File: src/rtl/core/mlwa_pkg.sv
// Package for the monospace line wrap and align block.
// Holds shared types, codes, widths and the fixed-point helper functions.
// No dependencies.
package mlwa_pkg;

    localparam int MAX_TEXT_LEN_DEF = 4096;

    localparam int CFG_IW  = 3;
    localparam int CFG_DW  = 20;
    localparam int OUT_W   = 13;
    localparam int LN_W    = 17;   // line count, covers the largest text length
    localparam int PITCH_W = 17;   // default pitch of a 16 bit size needs 17 bits
    localparam int QDEPTH  = 4;
    localparam int QAW     = 2;

    localparam logic [7:0] CHAR_END = 8'd0;
    localparam logic [7:0] CHAR_NL  = 8'd10;

    // (size * 27 + 10) / 20 as a reciprocal multiply, exact for n < 2^22
    localparam logic [20:0] PITCH_RECIP    = 21'd1677722;
    localparam int          PITCH_RECIP_SH = 25;
    localparam logic [PITCH_W-1:0] PITCH_RST = 17'd346;

    localparam logic signed [39:0] SAT_HI40 = 40'sd2147483647;
    localparam logic signed [39:0] SAT_LO40 = -40'sd2147483648;
    localparam logic signed [31:0] SAT_HI32 = 32'sh7FFFFFFF;
    localparam logic signed [31:0] SAT_LO32 = 32'sh80000000;

    typedef enum logic [CFG_IW-1:0] {
        REG_GLYPH_SIZE = 3'd0,
        REG_LETTER_SP  = 3'd1,
        REG_LINE_PITCH = 3'd2,
        REG_BOX_LEFT   = 3'd3,
        REG_BOX_TOP    = 3'd4,
        REG_BOX_WIDTH  = 3'd5,
        REG_BOX_HEIGHT = 3'd6,
        REG_ALIGNMENT  = 3'd7
    } cfg_idx_t;

    typedef enum logic [1:0] {
        ALIGN_LEFT   = 2'd0,
        ALIGN_CENTER = 2'd1,
        ALIGN_RIGHT  = 2'd2,
        ALIGN_BAD    = 2'd3
    } align_t;

    typedef enum logic [1:0] {
        STAT_OK       = 2'd0,
        STAT_INVALID  = 2'd1,
        STAT_TOO_LONG = 2'd2
    } stat_t;

    typedef struct packed {
        logic [15:0]        glyph_size;
        logic signed [15:0] letter_spacing;
        logic [PITCH_W-1:0] pitch;          // effective line pitch
        logic signed [19:0] box_left;
        logic signed [19:0] box_top;
        logic signed [19:0] box_width;
        logic signed [19:0] box_height;
        align_t             alignment;
    } cfg_t;

    typedef struct packed {
        logic [7:0] text_byte;
    } text_item_t;

    typedef struct packed {
        logic [OUT_W-1:0]   line_offset;
        logic [OUT_W-1:0]   line_length;
        logic signed [31:0] line_x;
        logic signed [31:0] line_y;
        logic signed [31:0] line_width;
        logic [OUT_W-1:0]   line_number;
        logic               text_done;
        logic signed [31:0] widest_line;
        logic signed [31:0] total_height;
        logic [1:0]         status;
    } line_item_t;

    // line record handed from the front to the back
    typedef struct packed {
        logic [OUT_W-1:0]   offset;
        logic [OUT_W-1:0]   length;
        logic signed [31:0] width;
        logic signed [31:0] y;
        logic [LN_W-1:0]    count;
        logic               done;
        stat_t              status;
    } rec_t;

    function automatic logic signed [31:0] sat32(input logic signed [39:0] v);
        logic signed [31:0] r;
        if (v > SAT_HI40)
            r = SAT_HI32;
        else if (v < SAT_LO40)
            r = SAT_LO32;
        else
            r = v[31:0];
        return r;
    endfunction

    function automatic logic [PITCH_W-1:0] default_pitch(input logic [15:0] size);
        logic [20:0] n;
        logic [41:0] prod;
        n = (21'(size) << 4) + (21'(size) << 3) + (21'(size) << 1) + 21'(size) + 21'd10;
        prod = 42'(n) * 42'(PITCH_RECIP);
        return prod[PITCH_RECIP_SH +: PITCH_W];
    endfunction

endpackage

File: src/rtl/core/mlwa_fifo.sv
// Short record queue between the front and back ends.
// Depends on mlwa_pkg.
module mlwa_fifo
    import mlwa_pkg::*;
(
    input  logic clk,
    input  logic rst_n,
    input  logic push,
    input  rec_t wdata,
    input  logic pop,
    output logic space,
    output logic not_empty,
    output rec_t head
);

    rec_t           mem_reg [QDEPTH];
    logic [QAW-1:0] wr_ptr_reg, wr_ptr_next;
    logic [QAW-1:0] rd_ptr_reg, rd_ptr_next;
    logic [QAW:0]   cnt_reg, cnt_next;

    assign space     = (cnt_reg != (QAW+1)'(QDEPTH));
    assign not_empty = (cnt_reg != '0);
    assign head      = mem_reg[rd_ptr_reg];

    always_comb
    begin
        wr_ptr_next = push ? wr_ptr_reg + QAW'(1) : wr_ptr_reg;
        rd_ptr_next = pop  ? rd_ptr_reg + QAW'(1) : rd_ptr_reg;
        cnt_next    = cnt_reg + (QAW+1)'(push) - (QAW+1)'(pop);
    end

    always_ff @(posedge clk)
    begin
        if (push)
            mem_reg[wr_ptr_reg] <= wdata;
    end

    always_ff @(posedge clk or negedge rst_n)
    begin
        if (!rst_n)
        begin
            wr_ptr_reg <= '0;
            rd_ptr_reg <= '0;
            cnt_reg    <= '0;
        end
        else
        begin
            wr_ptr_reg <= wr_ptr_next;
            rd_ptr_reg <= rd_ptr_next;
            cnt_reg    <= cnt_next;
        end
    end

`ifndef SYNTH
    a_no_overflow: assert property (@(posedge clk) disable iff (!rst_n)
        push |-> space)
        else $error("queue overflow");

    a_no_underflow: assert property (@(posedge clk) disable iff (!rst_n)
        pop |-> not_empty)
        else $error("queue underflow");

    a_ptr_gap: assert property (@(posedge clk) disable iff (!rst_n)
        QAW'(wr_ptr_reg - rd_ptr_reg) == cnt_reg[QAW-1:0])
        else $error("queue pointers and count disagree");
`endif

endmodule

File: config.mk
export PLATFORM = sky130hd
export DESIGN_NAME = mlwa_fifo
export DESIGN_NICKNAME = d
export VERILOG_FILES = /design/src/rtl/core/mlwa_pkg.sv /design/src/rtl/core/mlwa_fifo.sv
export SDC_FILE = /design/constraint.sdc
export NUM_CORES = 1
export LEC_CHECK = 0
export BUFFER_PORTS_ARGS = -buffer_cell sky130_fd_sc_hd__buf_2
export CAP_MARGIN = 5
export CELL_PAD_IN_SITES_DETAIL_PLACEMENT = 2
export CELL_PAD_IN_SITES_GLOBAL_PLACEMENT = 2
export CORE_MARGIN = 2
export CORE_UTILIZATION = 42
export CTS_BUF_LIST = sky130_fd_sc_hd__clkbuf_8
export DETAILED_ROUTE_END_ITERATION = 8
export GPL_TIMING_DRIVEN = 0
export PLACE_DENSITY_LB_ADDON = 0.2
export SETUP_SLACK_MARGIN = 0.05
export SYNTH_ARGS = -nofsm -noshare
export SYNTH_HDL_FRONTEND = slang
export SYNTH_SLANG_ARGS = --single-unit
File: constraint.sdc
create_clock -name clk -period 3.4 [get_ports clk]
set_input_delay 0.51 -clock clk [delete_from_list [all_inputs] [get_ports clk]]
set_output_delay 0.51 -clock clk [all_outputs]
set_load 0.05 [all_outputs]
==> results.txt <==
Number of global-route vias before repair: 8910. Setup repair after global routing left no endpoint under its margin. Of the synthesized area, sequential elements account for 82.27%.

Entering global routing, the biggest net connects 54 pins. Setup violations remaining at the end of the flow were counted as 0. The arrival time of data at the critical path endpoint was 2.41 ns; the worst setup margin was 0.4787 ns.

Once detailed placement completed, the half-perimeter wirelength came to 25.01 mm. The first detailed-routing pass ran for 4 iterations. The proportion of netlist area held by the largest area contributor came out at 81.19%. The stage delay of the slowest cell on the critical path works out to 0.41 ns.

The tools report the number of placement rows as 72. By instance count, the leading cell after synthesis is edfxtp_1. From synthesis to final layout, the design area changed by 20.72%.

In this run, synthesis produced a sequential element count of 447. Core area: 38470 µm². The critical path goes through clkbuf_2 -> buf_2 -> mux4_2 -> buf_2. The tools report the root buffer cell as clkbuf_8. After layout, the minimum clock period comes to 2.921 ns. Across the VDD grid, the largest voltage drop is 612.1 µV.

In the synthesized netlist the dominant register cell turns out to be edfxtp_1. Clock-pin slew was measured on the worst setup and hold paths at 0.06 ns. Leaving out filler cells and counting taps, the final layout contains 1491. The flip-flop count of the largest register, all copies and words added came out at 440. The commonest cells after synthesis are edfxtp_1, mux4_2, buf_2.

The final count of pins violating max slew is 0. TritonCTS built the clock tree. The final setup TNS is 0 ns, and the post-route core utilization is 51.07%. STA classifies the critical path startpoint as a register.

Of all cell types, the one taking the most synthesized area is edfxtp_1. The most repeated library cell on the critical path was buf_2. The static leakage power was 6.835 nW; the clock latency of the later-clocked register in the worst-skew pair was 0.61 ns. Counting flops with a built-in enable in the synthesized netlist gives 440. The worst pin sits at a relative slew slack of 49.57%. Each instance of the synthesized netlist takes up on average 26.68 µm². For this design, the slowest cell found on the critical path is buf_2.

The overall routing resource usage is 19.80%. The critical path is of the reg -> out type. For the synthesized cell area, the log shows 16270 µm². The final setup skew is 0.02281 ns. TritonCTS created 74 clock buffers. Initial antenna violation count: 4.

The flow ran to the end, and the final reports show no timing, DRC or antenna violations. The congestion estimate from routability-driven global placement came to 0.7101. Across all hold checks on the routed design, the worst slack comes to 0.1083 ns. The worst setup path is captured at an output port. Yosys mapped the design onto 18 distinct sky130hd cell types.

By area the synthesized netlist is led by edfxtp_1, mux4_2, dfrtp_1. For this run, asynchronously set or reset flops after synthesis account for 1.566%. The post-route netlist has 47.53% of its cells at a drive strength greater than 1. The clock passes through at most 3 buffers. The average vias per placed instance came out at 5.144. The tightest min-delay check is of the in -> reg type. In this run the count of I/O pins placed on the die edge is 226.

The tools report the post-synthesis instance total as 610. Including well taps, the total number of placed cells is 1361. The total overflow left after global routing is 0. The measured slew at the worst slew-check pin is 0.7565 ns, and the count of buffers from port buffering is 225. Synthesis warning total: 0.

The H-tree was split into 3 levels. After detailed routing, the total wire length is 38.76 mm. The tools report the starting density of the core as 42.30%. The setup slack at placement is 0.6036 ns, and the number of clock sinks is 447.

The power density over cell area came out at 1006 nW/µm². In this run the worst path has a maximum fanout of 10. For this run, design rule violations remaining after detail routing come to 0.

Based on the critical path, the design can be clocked at up to 342.3 MHz. The tools report the global-route wire length before repair as 58.30 mm. The tool flagged a number of max-cap violations equal to 0. The die covers 40340 µm². The run gives 7670 as the vias after detailed routing. In this run the horizontal extent of the chip is 200.8 µm. After detailed routing, the average wire length per cell comes to 25.99 µm.

The violation count after the first detailed-route iteration was 417; the worst path required time was 2.89 ns. The final layout contains 1041 nets. The number of nets handed over by synthesis was 731. The die is 200.8 µm tall. The tools report the number of hold-slack violations in the final timing report as 0. The post-detailed-route count of antenna-violating nets was 0; the final period utilization was 85.92%.
[power by group]
part | total (W) | leakage (nW) | switching, W | internal, W
registers | 0.00749 | 4.12 | 0.000287 | 0.00721
clock network | 0.00439 | 0.787 | 0.00206 | 0.00232
logic | 0.00788 | 1.92 | 0.00551 | 0.00237
[routing by layer]
layer | part of all wire, % | track usage, % | vias to the layer above | routed length, µm
met3 | 4.6 | 5.130 | 66 | 1799
li1 | - | - | 3263 | -
met2 | 54 | 35.12 | 204 | 21070
met4 | 1.9 | 6.323 | 2 | 733
met5 | 0.028 | 0 | - | 11
met1 | 39 | 23.72 | 4135 | 15140
[what timing repair did]
action,CTS,global route
endpoints found under the setup margin,90,0
buffers inserted,0,0
hold endpoints to repair,7,0
hold buffers,1,0
gates resized for setup,1,0
[final timing paths]
check                                            end  slack [ns]                       from  depth (start not counted)
setup reg to reg            mem_reg[2][48]$_DFFE_PP_        1.53  wr_ptr_reg[0]$_DFFE_PN0P_                          4
min in group asynchronous       cnt_reg[2]$_DFF_PN0_        0.28                      rst_n                          2
hold / removal               mem_reg[3][0]$_DFFE_PP_        0.11                   wdata[0]                          1
max in group asynchronous       cnt_reg[0]$_DFF_PN0_        2.92                      rst_n                          2
hold reg to reg            wr_ptr_reg[0]$_DFFE_PN0P_        0.56  wr_ptr_reg[0]$_DFFE_PN0P_                          1
setup / recovery                            head[33]        0.48  rd_ptr_reg[1]$_DFFE_PN0P_                          4
[worst max-delay path: cells and delay by family (launching register included)]
kind / cells / cell delay, ns
mux: 1 / 0.37
buf+inv: 3 / 1.05
flops: 1 / 0.37
[metrics by stage]
stage	total power [W]	area [µm²]
6_report	0.01976	19650
5_1_grt	0.02065	19640
4_1_cts	0.02015	19640
3_5_place_dp	0.01567	18280
3_3_place_gp	0.01529	18050
2_1_floorplan	0.01347	16280
[final cells by class]
| class | count | area (µm²) |
|---|---|---|
| antenna | 3 | 7.507 |
| buffer | 25 | 196.4 |
| clock buffer | 81 | 1115 |
| clock inverter | 45 | 234.0 |
| fill | 3336 | 18820 |
| inverter | 6 | 22.52 |
| multi-input combinational | 132 | 2678 |
| sequential | 447 | 13390 |
| tap | 518 | 648.1 |
| timing repair buffer | 234 | 1356 |
[logic make-up after synthesis]
logic type / Yosys count / synth area share, %
flops: 447 / 82.27
fa+ha+maj: 7 / 0.5843
buf+inv: 31 / 1.338
mux: 110 / 15.22
xor+xnor: 5 / 0.2692
compound gates: 1 / 0.03073
simple gates: 9 / 0.2845
[cell usage in the layout, fill, tap and decap left out, drive strengths merged]
cell         count
mux4           110
nand2            3
ha               6
bufinv           2
nor2             1
and2             4
dlygate4sd3      1
diode            3
xnor2            3
o21ai            1
clkinvlp         1
or3              1
edfxtp         440
clkinv          17
inv             31
dfrtp            7
buf            255
fa               1
xor2             2
clkbuf          84
(Power assumes the default switching activity.)
