<file path="config.mk">
export PLATFORM = sky130hd
export DESIGN_NAME = mlwa_cfg
export DESIGN_NICKNAME = d
export VERILOG_FILES = /design/src/rtl/core/mlwa_pkg.sv /design/src/rtl/core/mlwa_cfg.sv
export SDC_FILE = /design/constraint.sdc
export NUM_CORES = 1
export LEC_CHECK = 0
export BUFFER_PORTS_ARGS = -buffer_cell sky130_fd_sc_hd__buf_2
export CAP_MARGIN = 20
export CORE_MARGIN = 2
export CORE_UTILIZATION = 25
export CTS_CLUSTER_SIZE = 20
export DETAILED_ROUTE_END_ITERATION = 16
export HOLD_SLACK_MARGIN = 0.02
export PLACE_DENSITY = 0.46
export SETUP_SLACK_MARGIN = 0.02
export SLEW_MARGIN = 25
export SYNTH_ARGS = -nofsm -noshare
export SYNTH_HDL_FRONTEND = slang
export SYNTH_SLANG_ARGS = --single-unit
</file>
<file path="constraint.sdc">
create_clock -name clk -period 2.5 [get_ports clk]
set_input_delay 0.75 -clock clk [delete_from_list [all_inputs] [get_ports clk]]
set_output_delay 0.75 -clock clk [all_outputs]
set_load 0.01 [all_outputs]
</file>
<file path="src/rtl/core/mlwa_pkg.sv">
// Package for the monospace line wrap and align block.
// Holds shared types, codes, widths and the fixed-point helper functions.
// No dependencies.
package mlwa_pkg;

    localparam int MAX_TEXT_LEN_DEF = 4096;

    localparam int CFG_IW  = 3;
    localparam int CFG_DW  = 20;
    localparam int OUT_W   = 13;
    localparam int LN_W    = 17;   // line count, covers the largest text length
    localparam int PITCH_W = 17;   // default pitch of a 16 bit size needs 17 bits
    localparam int QDEPTH  = 4;
    localparam int QAW     = 2;

    localparam logic [7:0] CHAR_END = 8'd0;
    localparam logic [7:0] CHAR_NL  = 8'd10;

    // (size * 27 + 10) / 20 as a reciprocal multiply, exact for n < 2^22
    localparam logic [20:0] PITCH_RECIP    = 21'd1677722;
    localparam int          PITCH_RECIP_SH = 25;
    localparam logic [PITCH_W-1:0] PITCH_RST = 17'd346;

    localparam logic signed [39:0] SAT_HI40 = 40'sd2147483647;
    localparam logic signed [39:0] SAT_LO40 = -40'sd2147483648;
    localparam logic signed [31:0] SAT_HI32 = 32'sh7FFFFFFF;
    localparam logic signed [31:0] SAT_LO32 = 32'sh80000000;

    typedef enum logic [CFG_IW-1:0] {
        REG_GLYPH_SIZE = 3'd0,
        REG_LETTER_SP  = 3'd1,
        REG_LINE_PITCH = 3'd2,
        REG_BOX_LEFT   = 3'd3,
        REG_BOX_TOP    = 3'd4,
        REG_BOX_WIDTH  = 3'd5,
        REG_BOX_HEIGHT = 3'd6,
        REG_ALIGNMENT  = 3'd7
    } cfg_idx_t;

    typedef enum logic [1:0] {
        ALIGN_LEFT   = 2'd0,
        ALIGN_CENTER = 2'd1,
        ALIGN_RIGHT  = 2'd2,
        ALIGN_BAD    = 2'd3
    } align_t;

    typedef enum logic [1:0] {
        STAT_OK       = 2'd0,
        STAT_INVALID  = 2'd1,
        STAT_TOO_LONG = 2'd2
    } stat_t;

    typedef struct packed {
        logic [15:0]        glyph_size;
        logic signed [15:0] letter_spacing;
        logic [PITCH_W-1:0] pitch;          // effective line pitch
        logic signed [19:0] box_left;
        logic signed [19:0] box_top;
        logic signed [19:0] box_width;
        logic signed [19:0] box_height;
        align_t             alignment;
    } cfg_t;

    typedef struct packed {
        logic [7:0] text_byte;
    } text_item_t;

    typedef struct packed {
        logic [OUT_W-1:0]   line_offset;
        logic [OUT_W-1:0]   line_length;
        logic signed [31:0] line_x;
        logic signed [31:0] line_y;
        logic signed [31:0] line_width;
        logic [OUT_W-1:0]   line_number;
        logic               text_done;
        logic signed [31:0] widest_line;
        logic signed [31:0] total_height;
        logic [1:0]         status;
    } line_item_t;

    // line record handed from the front to the back
    typedef struct packed {
        logic [OUT_W-1:0]   offset;
        logic [OUT_W-1:0]   length;
        logic signed [31:0] width;
        logic signed [31:0] y;
        logic [LN_W-1:0]    count;
        logic               done;
        stat_t              status;
    } rec_t;

    function automatic logic signed [31:0] sat32(input logic signed [39:0] v);
        logic signed [31:0] r;
        if (v > SAT_HI40)
            r = SAT_HI32;
        else if (v < SAT_LO40)
            r = SAT_LO32;
        else
            r = v[31:0];
        return r;
    endfunction

    function automatic logic [PITCH_W-1:0] default_pitch(input logic [15:0] size);
        logic [20:0] n;
        logic [41:0] prod;
        n = (21'(size) << 4) + (21'(size) << 3) + (21'(size) << 1) + 21'(size) + 21'd10;
        prod = 42'(n) * 42'(PITCH_RECIP);
        return prod[PITCH_RECIP_SH +: PITCH_W];
    endfunction

endpackage

</file>
<file path="src/rtl/core/mlwa_cfg.sv">
// Configuration registers and the derived default line pitch.
// Depends on mlwa_pkg.
module mlwa_cfg
    import mlwa_pkg::*;
(
    input  logic              clk,
    input  logic              rst_n,
    input  logic              wr_en,
    input  logic [CFG_IW-1:0] wr_index,
    input  logic [CFG_DW-1:0] wr_data,
    output cfg_t              cfg
);

    logic [15:0]        size_reg;
    logic signed [15:0] spacing_reg;
    logic [15:0]        pitch_reg;
    logic [PITCH_W-1:0] dflt_pitch_reg;
    logic signed [19:0] left_reg;
    logic signed [19:0] top_reg;
    logic signed [19:0] bw_reg;
    logic signed [19:0] bh_reg;
    align_t             align_reg;

    // default pitch is computed at the write, so it is ready with the size
    always_ff @(posedge clk or negedge rst_n)
    begin
        if (!rst_n)
        begin
            size_reg       <= 16'd256;
            spacing_reg    <= '0;
            pitch_reg      <= '0;
            dflt_pitch_reg <= PITCH_RST;
            left_reg       <= '0;
            top_reg        <= '0;
            bw_reg         <= 20'sd16384;
            bh_reg         <= 20'sd16384;
            align_reg      <= ALIGN_LEFT;
        end
        else if (wr_en)
        begin
            case (cfg_idx_t'(wr_index))
                REG_GLYPH_SIZE:
                begin
                    size_reg       <= wr_data[15:0];
                    dflt_pitch_reg <= default_pitch(wr_data[15:0]);
                end
                REG_LETTER_SP:  spacing_reg <= wr_data[15:0];
                REG_LINE_PITCH: pitch_reg   <= wr_data[15:0];
                REG_BOX_LEFT:   left_reg    <= wr_data;
                REG_BOX_TOP:    top_reg     <= wr_data;
                REG_BOX_WIDTH:  bw_reg      <= wr_data;
                REG_BOX_HEIGHT: bh_reg      <= wr_data;
                REG_ALIGNMENT:  align_reg   <= align_t'(wr_data[1:0]);
                default: ;
            endcase
        end
    end

    always_comb
    begin
        cfg.glyph_size     = size_reg;
        cfg.letter_spacing = spacing_reg;
        cfg.pitch          = (pitch_reg != '0) ? PITCH_W'(pitch_reg) : dflt_pitch_reg;
        cfg.box_left       = left_reg;
        cfg.box_top        = top_reg;
        cfg.box_width      = bw_reg;
        cfg.box_height     = bh_reg;
        cfg.alignment      = align_reg;
    end

endmodule

</file>
==> flow_metrics.env <==
export IMPL_num_rows=88
export IMPL_drt_iter0_markers=442
export IMPL_ant_nets=0
export IMPL_clock_skew_ns=0
export IMPL_slew_violations=0
export IMPL_place_ws_ns=-6.96
export IMPL_cp_required_ns=2.81
export IMPL_cpMostUsedCell="fa_1"
export IMPL_grt_antenna_before_repair=2
export IMPL_ys_seq_elements=147
export IMPL_violations="negative setup slack"
export IMPL_vias=11019
export IMPL_grt_usage=0.150
export IMPL_cp_start_kind="input pin"
export IMPL_fmax_mhz=115
export IMPL_finalCoreUtilization=0.345
export IMPL_yosysSeqAreaShare=0.252
export IMPL_htree_levels=4
export IMPL_synth_nets=1811
export IMPL_syn_avg_cell_area_sq_um=10.6
export IMPL_rsz0062_at_grt="true"
export IMPL_die_y_um=246
export IMPL_synth_edff_count=0
export IMPL_die_width_um=246
export IMPL_status="finished, violations left"
export IMPL_dieArea_sq_um=60400
export IMPL_worst_endpoint_arrival_ns=9.04
export IMPL_routabilityCongestion=0.876
export IMPL_start_util=0.253
export IMPL_placedCellCount=2537
export IMPL_drive_gt1_frac=0.377
export IMPL_routedWlPerCell_um=16.8
export IMPL_syn_area_sq_um=14600
export IMPL_relSlewSlack=0.637
export IMPL_hpwlAfterDp_mm=37.5
export IMPL_area_delta_synth_final_pct=36.1
export IMPL_tightest_slew_ns=0.545
export IMPL_clkLatencyLatePin_ns=0.43
export IMPL_hold_viol=0
export IMPL_fin_cells=2595
export IMPL_worst_slack_ns=-6.23
export IMPL_synthTopCellsByArea="fa_1 (24%), dfrtp_1 (24%), ha_1 (20%), inv_1 (7.9%), mux2_2 (5.5%)"
export IMPL_synthCells=1379
export IMPL_synth_top_area_share=0.240
export IMPL_finalSetupViolations=34
export IMPL_synthTopCellsByCount="inv_1 (309), ha_1 (231), fa_1 (175)"
export IMPL_cts_sinks=147
export IMPL_drcViolationCount=0
export IMPL_synth_most_common_cell="inv_1"
export IMPL_path_clk_slew_ns=0.07
export IMPL_overflow=0
export IMPL_cts_hold_buffers=0
export IMPL_cts_path_max_buffers=2
export IMPL_viasPerCell=4.25
export IMPL_drv_cap=0
export IMPL_ys_warn_count=0
export IMPL_nets=2247
export IMPL_path_class="input pin to flip-flop"
export IMPL_synthArstFlopShare=1.00
export IMPL_drtPass1Iterations=4
export IMPL_synth_main_ff_cell="dfrtp_1"
export IMPL_worstHoldPathType="input pin to asynchronous set/reset pin"
export IMPL_port_buffers=156
export IMPL_design_portCount=157
export IMPL_core_area_sq_um=57700
export IMPL_cp_end_kind="flip-flop"
export IMPL_synth_top_cell_by_area="fa_1"
export IMPL_grt_pass1_wl_mm=69.5
export IMPL_critPathMaxFanout=4
export IMPL_critPathSlowestCell="fa_1"
export IMPL_min_period_ns=8.73
export IMPL_tritoncts="built"
export IMPL_cts_buffers=17
export IMPL_period_share=3.49
export IMPL_grt_max_degree=52
export IMPL_cts_root_buf="clkbuf_16"
export IMPL_drt_total_wl_mm=43.6
export IMPL_cp_slowest_stage_delay_ns=0.59
export IMPL_fillers=5892
export IMPL_synth_distinct_cells=65
export IMPL_grt_pass1_vias=11717
-- logic make-up (layout without fill, tap and decap cells) --
family / Yosys count / in the layout / share of synthesized area
AOI/OAI and AO/OA: 206 / 206 / 0.0875
xor gates and xnor gates: 38 / 38 / 0.0228
adders and majority gates: 406 / 406 / 0.438
buffers and inverters: 336 / 785 / 0.0871
DFF: 147 / 147 / 0.252
muxes: 72 / 72 / 0.0555
other: 0 / 2 / 0
and+or+nand+nor: 174 / 174 / 0.0572
-- critical path: cells and delay by family --
kind	cells	cell delay [ns]
XOR/XNOR	1	0.20
buffers and inverters	5	0.51
AO/OA/AOI/OAI	9	1.63
adder cells (fa/ha/maj)	11	4.56
AND/OR/NAND/NOR	7	1.37
-- metal layers --
metal / track usage / share of wire / routed length [um] / vias to the layer above
met1: 0.225 / 0.50 / 21900 / 5489
met5: 0 / 0 / 0 / -
met2: 0.234 / 0.46 / 19900 / 168
li1: - / - / - / 5336
met4: 0.0209 / 0.010 / 436 / 0
met3: 0.0205 / 0.030 / 1330 / 26
-- area by class of cell --
cell class / instances / area, sq um / area share
antenna: 2 / 5.00 / 0.000252
clock buffer: 17 / 425 / 0.0214
clock inverter: 15 / 151 / 0.00761
inverter: 309 / 1160 / 0.0585
multi-input combinational: 896 / 10400 / 0.521
sequential: 147 / 3690 / 0.186
tap: 765 / 957 / 0.0481
timing repair buffer: 444 / 3140 / 0.158
-- per-stage QoR --
step | TNS [ns] | area, sq um | hold slack, ns
after floorplan | -101.56 | 14800 | 0.442
after global placement | -115.06 | 18600 | 0.459
after detailed placement | -115.58 | 18600 | 0.464
after CTS | -105.23 | 19600 | 0.279
after global routing | -112.37 | 19900 | 0.296
final | -105.19 | 19900 | 0.278
-- cells in the final DEF (no fill, tap or decap), drive strengths merged, types with 3 or more instances in the layout --
| cell type | count |
|---|---|
| ha | 231 |
| nor2 | 21 |
| nand2b | 7 |
| a21o | 29 |
| nor3 | 4 |
| fa | 175 |
| o21ai | 95 |
| clkinvlp | 4 |
| and3 | 4 |
| xor2 | 10 |
| and4 | 4 |
| o21bai | 9 |
| nor2b | 5 |
| o21a | 4 |
| nand4 | 6 |
| nand2 | 92 |
| dfrtp | 139 |
| nand4b | 3 |
| clkinv | 6 |
| a21boi | 3 |
| a21oi | 40 |
| nor4 | 4 |
| dfstp | 8 |
| inv | 313 |
| or3 | 3 |
| mux2 | 72 |
| a211oi | 5 |
| clkbuf | 17 |
| xnor2 | 28 |
| nand3 | 9 |
| buf | 444 |
| a41oi | 3 |
-- timing repair --
item / in CTS / in global routing
gates resized for setup: 90 / 36
buffers inserted: 16 / 8
cloned: 1 / 0
endpoints found under the setup margin: 34 / 34
hold endpoints to repair: 0 / 0
pin swaps: 83 / 34
-- worst paths after layout --
path	start	endpoint	slack, ns	depth (start not counted)
min	rst_n	bh_reg[17]$_DFFE_PN0P_	0.28	1
max in group asynchronous	rst_n	dflt_pitch_reg[6]$_DFFE_PN1P_	1.55	2
max reg2reg	dflt_pitch_reg[13]$_DFFE_PN0P_	dflt_pitch_reg[13]$_DFFE_PN0P_	1.46	3
min reg2reg	dflt_pitch_reg[3]$_DFFE_PN1P_	dflt_pitch_reg[3]$_DFFE_PN1P_	0.47	2
min in group clk	dflt_pitch_reg[3]$_DFFE_PN1P_	dflt_pitch_reg[3]$_DFFE_PN1P_	0.47	2
max	wr_data[1]	dflt_pitch_reg[13]$_DFFE_PN0P_	-6.23	33
Power is not shown: default switching activity piles up to over one toggle a cycle in this logic, so the estimate is an artifact.
